<file path="src/rtl/btw_pkg.sv">
// Shared types, constants and the record-length decode for the BTF type walker.
// Used by btw_in_stage, btw_walk and btf_type_record_walker; depends on nothing.
package btw_pkg;

  localparam int WORD_W   = 32;
  localparam int ID_W     = 31;
  localparam int LEFT_W   = 18;
  localparam int STATUS_W = 3;
  localparam int HP_W     = 2;

  // Result status codes.
  localparam logic [STATUS_W-1:0] ST_OK       = 3'd0;
  localparam logic [STATUS_W-1:0] ST_UNSUP    = 3'd1;
  localparam logic [STATUS_W-1:0] ST_TRUNC    = 3'd2;
  localparam logic [STATUS_W-1:0] ST_PARTIAL  = 3'd3;
  localparam logic [STATUS_W-1:0] ST_TOO_MANY = 3'd4;

  // Position within a record.
  localparam logic [HP_W-1:0] HP_NAME  = 2'd0;
  localparam logic [HP_W-1:0] HP_INFO  = 2'd1;
  localparam logic [HP_W-1:0] HP_SIZE  = 2'd2;
  localparam logic [HP_W-1:0] HP_TRAIL = 2'd3;

  // Configuration register indexes.
  localparam logic CFG_SWAP     = 1'b0;
  localparam logic CFG_FIRST_ID = 1'b1;

  localparam logic [ID_W-1:0] MAX_TYPES = 31'h7fffffff;

  // Record kinds.
  localparam logic [4:0] KIND_INT        = 5'd1;
  localparam logic [4:0] KIND_ARRAY      = 5'd3;
  localparam logic [4:0] KIND_STRUCT     = 5'd4;
  localparam logic [4:0] KIND_UNION      = 5'd5;
  localparam logic [4:0] KIND_ENUM       = 5'd6;
  localparam logic [4:0] KIND_FUNC_PROTO = 5'd13;
  localparam logic [4:0] KIND_VAR        = 5'd14;
  localparam logic [4:0] KIND_DATASEC    = 5'd15;
  localparam logic [4:0] KIND_DECL_TAG   = 5'd17;
  localparam logic [4:0] KIND_ENUM64     = 5'd19;

  typedef struct packed {
    logic [WORD_W-1:0] word;
    logic              last;
  } btw_item_t;

  typedef struct packed {
    logic              swap_bytes;
    logic [ID_W-1:0]   first_type_id;
  } btw_cfg_t;

  typedef struct packed {
    logic [WORD_W-1:0]   out_word;
    logic                entry_valid;
    logic [ID_W-1:0]     type_id;
    logic [WORD_W-1:0]   entry_offset;
    logic [STATUS_W-1:0] status;
    logic                section_end;
  } btw_result_t;

  function automatic logic kind_supported(input logic [4:0] kind);
    kind_supported = kind inside {[KIND_INT:KIND_ENUM64]};
  endfunction

  // Number of words that follow the three-word header.
  function automatic logic [LEFT_W-1:0] rec_words(input logic [4:0] kind,
                                                  input logic [15:0] vlen);
    logic [LEFT_W-1:0] v;
    v = {{(LEFT_W-16){1'b0}}, vlen};
    case (kind)
      KIND_INT, KIND_VAR, KIND_DECL_TAG:
        rec_words = LEFT_W'(1);
      KIND_ARRAY:
        rec_words = LEFT_W'(3);
      KIND_ENUM, KIND_FUNC_PROTO:
        rec_words = v << 1;
      KIND_STRUCT, KIND_UNION, KIND_DATASEC, KIND_ENUM64:
        rec_words = (v << 1) + v;
      default:
        rec_words = '0;
    endcase
  endfunction

endpackage

</file>
<file path="src/rtl/btw_in_stage.sv">
// Input register of the walker: holds one accepted word until the walker takes it.
// Depends on btw_pkg for the item type.
module btw_in_stage (
  input  logic               clk,
  input  logic               rst,
  input  logic               in_valid,
  output logic               in_ready,
  input  btw_pkg::btw_item_t in_item,
  output logic               stage_valid,
  output btw_pkg::btw_item_t stage_item,
  input  logic               take
);
  import btw_pkg::*;

  // A new word may enter while the held one moves on in the same cycle.
  assign in_ready = !stage_valid || take;

  always_ff @(posedge clk) begin
    if (rst) begin
      stage_valid <= 1'b0;
    end else if (in_ready) begin
      stage_valid <= in_valid;
    end
  end

  always_ff @(posedge clk) begin
    if (in_valid && in_ready) begin
      stage_item <= in_item;
    end
  end

endmodule

</file>
<file path="src/rtl/btw_walk.sv">
// Record walker: holds the section state and works out one result per word.
// Depends on btw_pkg for types, status codes and the record-length decode.
module btw_walk (
  input  logic                 clk,
  input  logic                 rst,
  input  logic                 fire,
  input  btw_pkg::btw_item_t   item,
  input  btw_pkg::btw_cfg_t    cfg,
  output btw_pkg::btw_result_t result
);
  import btw_pkg::*;

  logic [HP_W-1:0]     header_position, header_position_next;
  logic [LEFT_W-1:0]   words_left, words_left_next;
  logic [WORD_W-1:0]   record_start_offset, record_start_offset_next;
  logic [WORD_W-1:0]   running_offset, running_offset_next;
  logic [ID_W-1:0]     types_seen, types_seen_next;
  logic                error_hold, error_hold_next;
  logic                kind_bad, kind_bad_next;
  logic [STATUS_W-1:0] held_code, held_code_next;

  logic [WORD_W-1:0]   w;
  logic [LEFT_W-1:0]   left_dec;
  logic [STATUS_W-1:0] code;
  logic                done;

  assign w = cfg.swap_bytes ? {item.word[7:0], item.word[15:8],
                               item.word[23:16], item.word[31:24]} : item.word;
  assign left_dec = words_left - LEFT_W'(1);

  always_comb begin
    header_position_next     = header_position;
    words_left_next          = words_left;
    record_start_offset_next = record_start_offset;
    running_offset_next      = running_offset;
    types_seen_next          = types_seen;
    error_hold_next          = error_hold;
    kind_bad_next            = kind_bad;
    held_code_next           = held_code;
    code                     = ST_OK;
    done                     = 1'b0;

    result              = '0;
    result.out_word     = w;

    if (fire && error_hold) begin
      // Words after an error are passed through untouched until the section closes.
      if (item.last) begin
        result.status      = held_code;
        result.section_end = 1'b1;
      end
    end else if (fire) begin
      running_offset_next = running_offset + WORD_W'(4);
      case (header_position)
        HP_NAME: begin
          record_start_offset_next = running_offset;
          header_position_next     = HP_INFO;
          if (item.last) code = ST_PARTIAL;
        end
        HP_INFO: begin
          kind_bad_next        = !kind_supported(w[28:24]);
          words_left_next      = rec_words(w[28:24], w[15:0]);
          header_position_next = HP_SIZE;
          if (item.last) code = ST_PARTIAL;
        end
        HP_SIZE: begin
          if (kind_bad) begin
            code = ST_UNSUP;
          end else if (words_left == '0) begin
            done = 1'b1;
          end else begin
            header_position_next = HP_TRAIL;
            if (item.last) code = ST_TRUNC;
          end
        end
        HP_TRAIL: begin
          words_left_next = left_dec;
          if (left_dec == '0) begin
            done = 1'b1;
          end else if (item.last) begin
            code = ST_TRUNC;
          end
        end
        default: begin
          header_position_next = HP_NAME;
        end
      endcase

      if (done) begin
        if (types_seen == MAX_TYPES) begin
          code = ST_TOO_MANY;
        end else begin
          result.entry_valid  = 1'b1;
          result.type_id      = cfg.first_type_id + types_seen;
          result.entry_offset = record_start_offset;
          types_seen_next     = types_seen + ID_W'(1);
        end
        header_position_next = HP_NAME;
        words_left_next      = '0;
        kind_bad_next        = 1'b0;
      end

      if (code != ST_OK) begin
        error_hold_next = 1'b1;
        held_code_next  = code;
        result.status   = code;
      end
      result.section_end = item.last;
    end

    // The closing word returns the section state to its starting point.
    if (fire && item.last) begin
      header_position_next     = HP_NAME;
      words_left_next          = '0;
      record_start_offset_next = '0;
      running_offset_next      = '0;
      types_seen_next          = '0;
      error_hold_next          = 1'b0;
      kind_bad_next            = 1'b0;
      held_code_next           = ST_OK;
    end
  end

  always_ff @(posedge clk) begin
    if (rst) begin
      header_position     <= HP_NAME;
      words_left          <= '0;
      record_start_offset <= '0;
      running_offset      <= '0;
      types_seen          <= '0;
      error_hold          <= 1'b0;
      kind_bad            <= 1'b0;
      held_code           <= ST_OK;
    end else begin
      header_position     <= header_position_next;
      words_left          <= words_left_next;
      record_start_offset <= record_start_offset_next;
      running_offset      <= running_offset_next;
      types_seen          <= types_seen_next;
      error_hold          <= error_hold_next;
      kind_bad            <= kind_bad_next;
      held_code           <= held_code_next;
    end
  end

  a_entry_clean: assert property (@(posedge clk) disable iff (rst)
    result.entry_valid |-> (result.status == ST_OK) && !error_hold)
    else $error("entry reported alongside an error");

  a_close_clears: assert property (@(posedge clk) disable iff (rst)
    fire && item.last |=> (header_position == HP_NAME) && (running_offset == '0)
                          && (types_seen == '0) && !error_hold)
    else $error("section state not cleared after closing word");

  a_trail_nonzero: assert property (@(posedge clk) disable iff (rst)
    (header_position == HP_TRAIL) |-> (words_left != '0))
    else $error("in trailing words with nothing left to count");

  a_hold_code: assert property (@(posedge clk) disable iff (rst)
    error_hold |-> (held_code != ST_OK))
    else $error("error held without a code");

endmodule

</file>
<file path="src/rtl/btf_type_record_walker.sv">
// Top level of the BTF type section walker: configuration registers, input stage,
// walker and result register. Depends on btw_pkg, btw_in_stage and btw_walk.
//
// The block takes the type section one 32-bit word per transfer and returns one
// result per word, in order, with the word in native byte order, the id and byte
// offset of each record as its last word goes past, and the section status on the
// word marked last. It sustains one word per clock cycle while results are taken
// as they come. An accepted word is held in the input register and then passes
// through the walker's combinational result logic (record-length decode, count and
// offset update) into the result register, where it is presented. While a finished
// result waits to be taken, one more word is accepted into the input register and
// the input then stalls until the result is taken. There is no clearing pass after
// reset. Configuration writes are always taken at once; they should be made only
// while no word is in flight.
module btf_type_record_walker (
  input  logic        clk,
  input  logic        rst,
  input  logic        in_valid,
  output logic        in_ready,
  input  logic [31:0] word,
  input  logic        last,
  output logic        out_valid,
  input  logic        out_ready,
  output logic [31:0] out_word,
  output logic        entry_valid,
  output logic [30:0] type_id,
  output logic [31:0] entry_offset,
  output logic [2:0]  status,
  output logic        section_end,
  input  logic        cfg_valid,
  output logic        cfg_ready,
  input  logic        cfg_index,
  input  logic [31:0] cfg_data
);
  import btw_pkg::*;

  btw_cfg_t    cfg;
  btw_item_t   in_item;
  btw_item_t   stage_item;
  btw_result_t walk_result;
  btw_result_t out_result;
  logic        stage_valid;
  logic        take;

  assign cfg_ready = 1'b1;

  always_ff @(posedge clk) begin
    if (rst) begin
      cfg.swap_bytes    <= 1'b0;
      cfg.first_type_id <= ID_W'(1);
    end else if (cfg_valid) begin
      case (cfg_index)
        CFG_SWAP:     cfg.swap_bytes    <= cfg_data[0];
        CFG_FIRST_ID: cfg.first_type_id <= cfg_data[ID_W-1:0];
        default:      cfg.swap_bytes    <= cfg.swap_bytes;
      endcase
    end
  end

  assign in_item.word = word;
  assign in_item.last = last;

  btw_in_stage u_in_stage (
    .clk         (clk),
    .rst         (rst),
    .in_valid    (in_valid),
    .in_ready    (in_ready),
    .in_item     (in_item),
    .stage_valid (stage_valid),
    .stage_item  (stage_item),
    .take        (take)
  );

  // The held word moves on whenever the result register is empty or being emptied.
  assign take = stage_valid && (!out_valid || out_ready);

  btw_walk u_walk (
    .clk    (clk),
    .rst    (rst),
    .fire   (take),
    .item   (stage_item),
    .cfg    (cfg),
    .result (walk_result)
  );

  always_ff @(posedge clk) begin
    if (rst) begin
      out_valid <= 1'b0;
    end else if (take) begin
      out_valid <= 1'b1;
    end else if (out_ready) begin
      out_valid <= 1'b0;
    end
  end

  always_ff @(posedge clk) begin
    if (take) begin
      out_result <= walk_result;
    end
  end

  assign out_word     = out_result.out_word;
  assign entry_valid  = out_result.entry_valid;
  assign type_id      = out_result.type_id;
  assign entry_offset = out_result.entry_offset;
  assign status       = out_result.status;
  assign section_end  = out_result.section_end;

endmodule

</file>
<file path="config.mk">
export PLATFORM = sky130hd
export DESIGN_NAME = btf_type_record_walker
export DESIGN_NICKNAME = d
export VERILOG_FILES = /design/src/rtl/btw_pkg.sv /design/src/rtl/btw_in_stage.sv /design/src/rtl/btw_walk.sv /design/src/rtl/btf_type_record_walker.sv
export SDC_FILE = /design/constraint.sdc
export NUM_CORES = 1
export LEC_CHECK = 0
export ABC_AREA = 1
export BUFFER_PORTS_ARGS = -buffer_cell sky130_fd_sc_hd__buf_4
export CAP_MARGIN = 30
export CORE_MARGIN = 1
export CORE_UTILIZATION = 64
export DETAILED_ROUTE_END_ITERATION = 12
export PLACE_DENSITY_LB_ADDON = 0.15
export REMOVE_ABC_BUFFERS = 1
export SLEW_MARGIN = 20
export SYNTH_ARGS = -nofsm -noshare
export SYNTH_HDL_FRONTEND = slang
export SYNTH_SLANG_ARGS = --single-unit
</file>
<file path="constraint.sdc">
create_clock -name clk -period 7 [get_ports clk]
set_clock_uncertainty 0.15 [all_clocks]
set_input_delay 1.4 -clock clk [delete_from_list [all_inputs] [get_ports clk]]
set_output_delay 1.4 -clock clk [all_outputs]
set_load 0.02 [all_outputs]
</file>
==> metrics.txt, run 1 <==
outcome complete, no violations; Synth Flop Type dfxtp_1; clk_lat worst skew 0.56 ns; area grow syn2layout 16.5%; commonest non-fill, non-tap cells in the layout nand2_1 (365), nor2_1 (255), inv_1 (213); clk sinks 281; Nets 2168; # hold bufs at CTS 0; fillers 1712; Max-slew headroom 0.368; wire per inst 15.8 um; Synth cell types 48; initial core utilization 0.655; Slew Limit Fails 0; Final Cycle Share 0.532; final weighted congestion in routability-driven placement 0.947; Min Clock Period, post-route 3.73 ns; wirelength, routed 37.2 mm; TritonRoute pass-1 iters 6; commonest non-fill, non-tap cell in the layout nand2_1; full die area 23800 um2; GRT Overall Usage 0.306; PostCTS Resize Cnt 0; vias in the first global route 12291; synthesized area 14900 um2; Post-Route Utilization 0.763; Pwr Density 230 nW/um2; CP endpoint kind register; Max Cap Viol 0; initial antenna violation count 0; dpl hpwl 26.0 mm; largest area contributor in the synthesized netlist edfxtp_1; crit path from u_walk.words_left[2]; share of layout cells above drive strength 1 0.129; Worst Path Required 7.23 ns; static leakage 0.00712 uW; IO Count 174; Hold Fails Final Rpt 0; Worst EP arrival 3.96 ns; final setup vio count 0; Seq/Total Area, Yosys 0.467; first-pass GRT wire length 59.2 mm; EDFF count, synth 131; hold crit path type register to register; DP Area 16300 um2; post-route cell area 17300 um2; Mapped Avg Cell Area 7.85 um2; type of the worst setup path register to register; # DRC 0; Slew @ Worst Pin 0.948 ns; IO Port Bufs 169; CTS tree built; Yosys top cell area share 0.265; pin count of the biggest net entering global routing 76; top post-synthesis cells by area edfxtp_1 (26%), dfxtp_1 (20%), nand2_1 (9.2%); clk buf depth 3; Initial DRC Count 819; RSZ-0062 raised after global routing false; DR vias/cell 5.63; Final ANT Viol Nets 0; Peak VDD IR 0.235 mV; worst-path maximum fanout 55; core area 22700 um2; ys async rst share 0; setup TNS 0 ns; Ant. Diodes 0; post-synthesis register bit count 281; Die X 154 um; Max Clk Rate 268 MHz; yosys warns 0; hold_sp u_walk.record_start_offset[3]; cells after synthesis 1894; H-Tree Depth 1; total global routing overflow 0; Rows 55; clk slew on worst S/H paths 0.06 ns; worst r2r src u_walk.words_left[2]; post-CTS setup buffers 0; Die Height 154 um; total CTS buffers 29; via count 13225; type of origin of the critical path register; clock root cell clkbuf_16
-- kinds of logic (layout without fill, tap and decap cells) --
| logic type | count (synthesis) | count (layout) | synth area share |
|---|---|---|---|
| xor+xnor | 47 | 47 | 0.0277 |
| flops | 281 | 281 | 0.467 |
| simple gates | 835 | 835 | 0.243 |
| fa+ha+maj | 55 | 55 | 0.0473 |
| buf+inv | 281 | 451 | 0.0747 |
| other cells | 2 | 3 | 0.000505 |
| compound gates | 393 | 393 | 0.140 |
-- final cells by class --
cell class,count,area (um2),area share
Clock buffer,42,825,0.0476
Tap cell,285,357,0.0206
Multi-Input combinational cell,1333,6820,0.394
Timing Repair Buffer,179,1380,0.0799
Inverter,218,821,0.0474
Sequential cell,281,6940,0.401
Clock inverter,12,169,0.00975
-- synthesized netlist by cell type (all sizes together), types with 2 or more instances --
master	count
clkbuf	40
nor3	34
conb	2
xor2	40
edfxtp	131
xnor2	7
nor2	268
nand2	373
nand4	49
nand3b	5
a21oi	201
or2	4
o21a	13
a21boi	3
o31ai	2
o21bai	4
o21ai	154
a211oi	3
a221oi	2
a31oi	5
nand3	89
ha	53
dfxtp	150
nor3b	3
fa	2
buf	23
inv	217
nor4	10
a21o	3
-- power by group --
group / switching, uW / leakage [uW] / internal, uW
clock network: 632 / 0.000485 / 963
logic: 367 / 0.00417 / 185
registers: 32.3 / 0.00246 / 1800
total: 1030 / 0.00712 / 2940
-- final timing paths --
path | to | slack (ns) | cells after the start
hold reg to reg | u_walk.record_start_offset[3] | 0.30 | 2
setup reg to reg | type_id[19] | 3.27 | 15
setup / recovery | type_id[19] | 3.27 | 15
hold / removal | u_walk.record_start_offset[3] | 0.30 | 2
-- flip-flops by register name, summed over array words and instances (netlist names), 2 cells and up --
name and count:
u_walk.words_left 18, u_walk.record_start_offset 30, u_walk.held_code 3, type_id 31
out_word 32, status 3, u_in_stage.stage_item 33, u_walk.types_seen 31
cfg 32, u_walk.header_position 2, entry_offset 30, u_walk.running_offset 30
-- stage by stage --
stage / hold slack [ns] / total power [uW] / setup WS [ns] / cells
floorplan: 0.282 / 2210 / 1.60 / 1832
global placement: 0.292 / 2380 / 3.07 / 2293
detailed placement: 0.295 / 2400 / 3.00 / 2294
CTS: 0.305 / 3980 / 2.98 / 2348
global route: 0.331 / 4110 / 2.95 / 2350
finish: 0.302 / 3970 / 3.27 / 2350
-- metal layers --
metal	track usage	vias up	routed length [um]
met5	0	-	0
met4	0.0962	0	964
met3	0.0541	72	2970
met2	0.500	506	16900
met1	0.416	6024	16400
li1	-	6623	-
-- critical path: stages (launching register included) --
cell	delay [ns]
dfxtp_1	0.38
nor2_2	0.19
nand2_2	0.09
nor2_2	0.41
nand2_1	0.10
nand2_1	0.07
nand2_1	0.09
nor2_1	0.10
nand2_1	0.06
nor2_1	0.16
nand4_1	0.21
nand2_2	0.22
nand3_4	0.57
inv_2	0.39
o21ai_0	0.14
a21oi_1	0.19
No activity file was read; power rests on OpenSTA's default activity.
==> run 2: changes to the inputs <==
--- a/config.mk
+++ b/config.mk
@@ -9,7 +9,7 @@
 export BUFFER_PORTS_ARGS = -buffer_cell sky130_fd_sc_hd__buf_4
 export CAP_MARGIN = 30
 export CORE_MARGIN = 1
-export CORE_UTILIZATION = 64
+export CORE_UTILIZATION = 53
 export DETAILED_ROUTE_END_ITERATION = 12
 export PLACE_DENSITY_LB_ADDON = 0.15
 export REMOVE_ABC_BUFFERS = 1
==> constraint.sdc (replaced) <==
create_clock -name clk -period 3.35 [get_ports clk]
set_clock_uncertainty 0.15 [all_clocks]
set_input_delay 0.67 -clock clk [delete_from_list [all_inputs] [get_ports clk]]
set_output_delay 0.67 -clock clk [all_outputs]
set_load 0.02 [all_outputs]
==> metrics.txt, run 2 (synthesis results as in run 1) <==
hold crit path type input pin to register; final weighted congestion in routability-driven placement 0.953; Biggest register u_in_stage.stage_item; worst r2r src cfg[31]; Slew @ Worst Pin 0.743 ns; type of origin of the critical path register; Ant. Diodes 0; via count 13103; Rows 60; fillers 2420; Max-slew headroom 0.504; # DRC 0; Max stage delay cell, worst path dfxtp_4; post-route cell area 17600 um2; Net Switching 2170 uW; Die Height 169 um; Final Cycle Share 0.910; TritonRoute pass-1 iters 6; sw frac 0.261; Final ANT Viol Nets 0; final setup vio count 0; crit path from cfg[31]; vias in the first global route 12329; Max Clk Rate 328 MHz; outcome complete, no violations; clk sinks 281; total global routing overflow 0; Largest register FFs 33; GRT Overall Usage 0.254; Initial DRC Count 893; initial core utilization 0.546; commonest non-fill, non-tap cell in the layout nand2_1; hold_sp word[30]; Max Cap Viol 0; Slew Limit Fails 0; share of layout cells above drive strength 1 0.140; Peak VDD IR 0.492 mV; CP endpoint kind register; Comb pwr share 0.138; multi-input logic area 6840 um2; worst-path maximum fanout 42; DR vias/cell 5.33; full die area 28700 um2; commonest non-fill, non-tap cells in the layout nand2_1 (365), nor2_1 (255), inv_1 (213); area grow syn2layout 18.7%; initial antenna violation count 0; clk slew on worst S/H paths 0.07 ns; IO Count 174; dpl hpwl 26.3 mm; RSZ-0062 raised after global routing false; static leakage 0.00723 uW; IO Port Bufs 169; Min Clock Period, post-route 3.05 ns; clock share of power 0.405; Hold Fails Final Rpt 0; core area 27300 um2; crit-path cells buf_12 > nor2_1 > a21oi_1 > ha_1 > a21oi_1 > o21ai_0 > a21oi_1 > nand2_1 > nand2_1 > nand3_1 > nand2_1 > nand2_1 > a21oi_1 > nand2_1 > a21oi_1; pin count of the biggest net entering global routing 125; register area 6940 um2; Pwr Density 473 nW/um2; DP Area 16600 um2; post-CTS setup buffers 0; PostCTS Resize Cnt 0; H-Tree Depth 1; clock root cell clkbuf_16; hold_ws 0.133 ns; total CTS buffers 30; wirelength, routed 36.0 mm; delay of the slowest cell on the worst path 0.49 ns; CTS tree built; # hold bufs at CTS 0; final worst slack 0.301 ns; register share of total power 0.457; Die X 169 um; clk buf depth 3; first-pass GRT wire length 59.2 mm; Int Power 6170 uW; Worst Path Required 3.68 ns; Nets 2190; clk_lat worst skew 0.57 ns; type of the worst setup path register to register; Setup Slack @ Placement 0.222 ns; wire per inst 14.6 um; Worst EP arrival 3.38 ns
run 2: cell count changes in the layout (fill, tap and decap cells not counted), moves of 3 or more:
cell / change
buf_4: +19
buf_12: +3
clkbuf_1: -3
a21oi_1: -3
a21oi_2: +3
clkinv_1: +4
run 2: power by group through the flow:
stage	combinational (uW)	clock (uW)	sequential (uW)
floorplan	663	0	3950
global placement	1120	0	3890
detailed placement	1140	0	3890
CTS	1150	3430	3820
global route	1290	3590	3830
finish	1150	3380	3820
run 2: through the flow:
step	instances	setup TNS, ns	power, uW	util
3_5_place_dp	2404	0	5030	0.609
4_1_cts	2460	0	8390	0.647
3_3_place_gp	2403	0	5000	0.609
6_report	2460	0	8340	0.648
5_1_grt	2460	0	8710	0.648
2_1_floorplan	1832	-93.75	4620	-
run 2: routing by layer:
layer / GRT usage / vias up / share of wire
met5: 0 / - / 0
met4: 0.0670 / 0 / 0.018
met3: 0.0399 / 51 / 0.064
met2: 0.409 / 398 / 0.45
met1: 0.354 / 5987 / 0.47
li1: - / 6667 / -
run 2: worst max-delay path, delay by kind of cell, from the launching register on:
family	cells	cell delay [ns]
buffers and inverters	1	0.23
AOI/OAI and AO/OA	6	1.19
DFF	1	0.49
and+or+nand+nor	7	0.53
adders and majority gates	1	0.37
run 2: path summary, 6_finish.rpt:
kind / end / cells after the start / slack [ns]
worst max-delay path: u_walk.words_left[16] / 15 / 0.30
worst min-delay path: u_in_stage.stage_item[31] / 1 / 0.13
worst max register to register: u_walk.words_left[16] / 15 / 0.30
worst min register to register: u_walk.record_start_offset[19] / 2 / 0.30
run 2: area by class of cell:
| type | count | share of cell area |
|---|---|---|
| repair buffers | 200 | 0.0884 |
| clock buffers | 40 | 0.0481 |
| multi-input cells | 1333 | 0.387 |
| well taps | 372 | 0.0264 |
| flip-flops and latches | 281 | 0.393 |
| clock inverters | 16 | 0.00993 |
| inverters | 218 | 0.0465 |
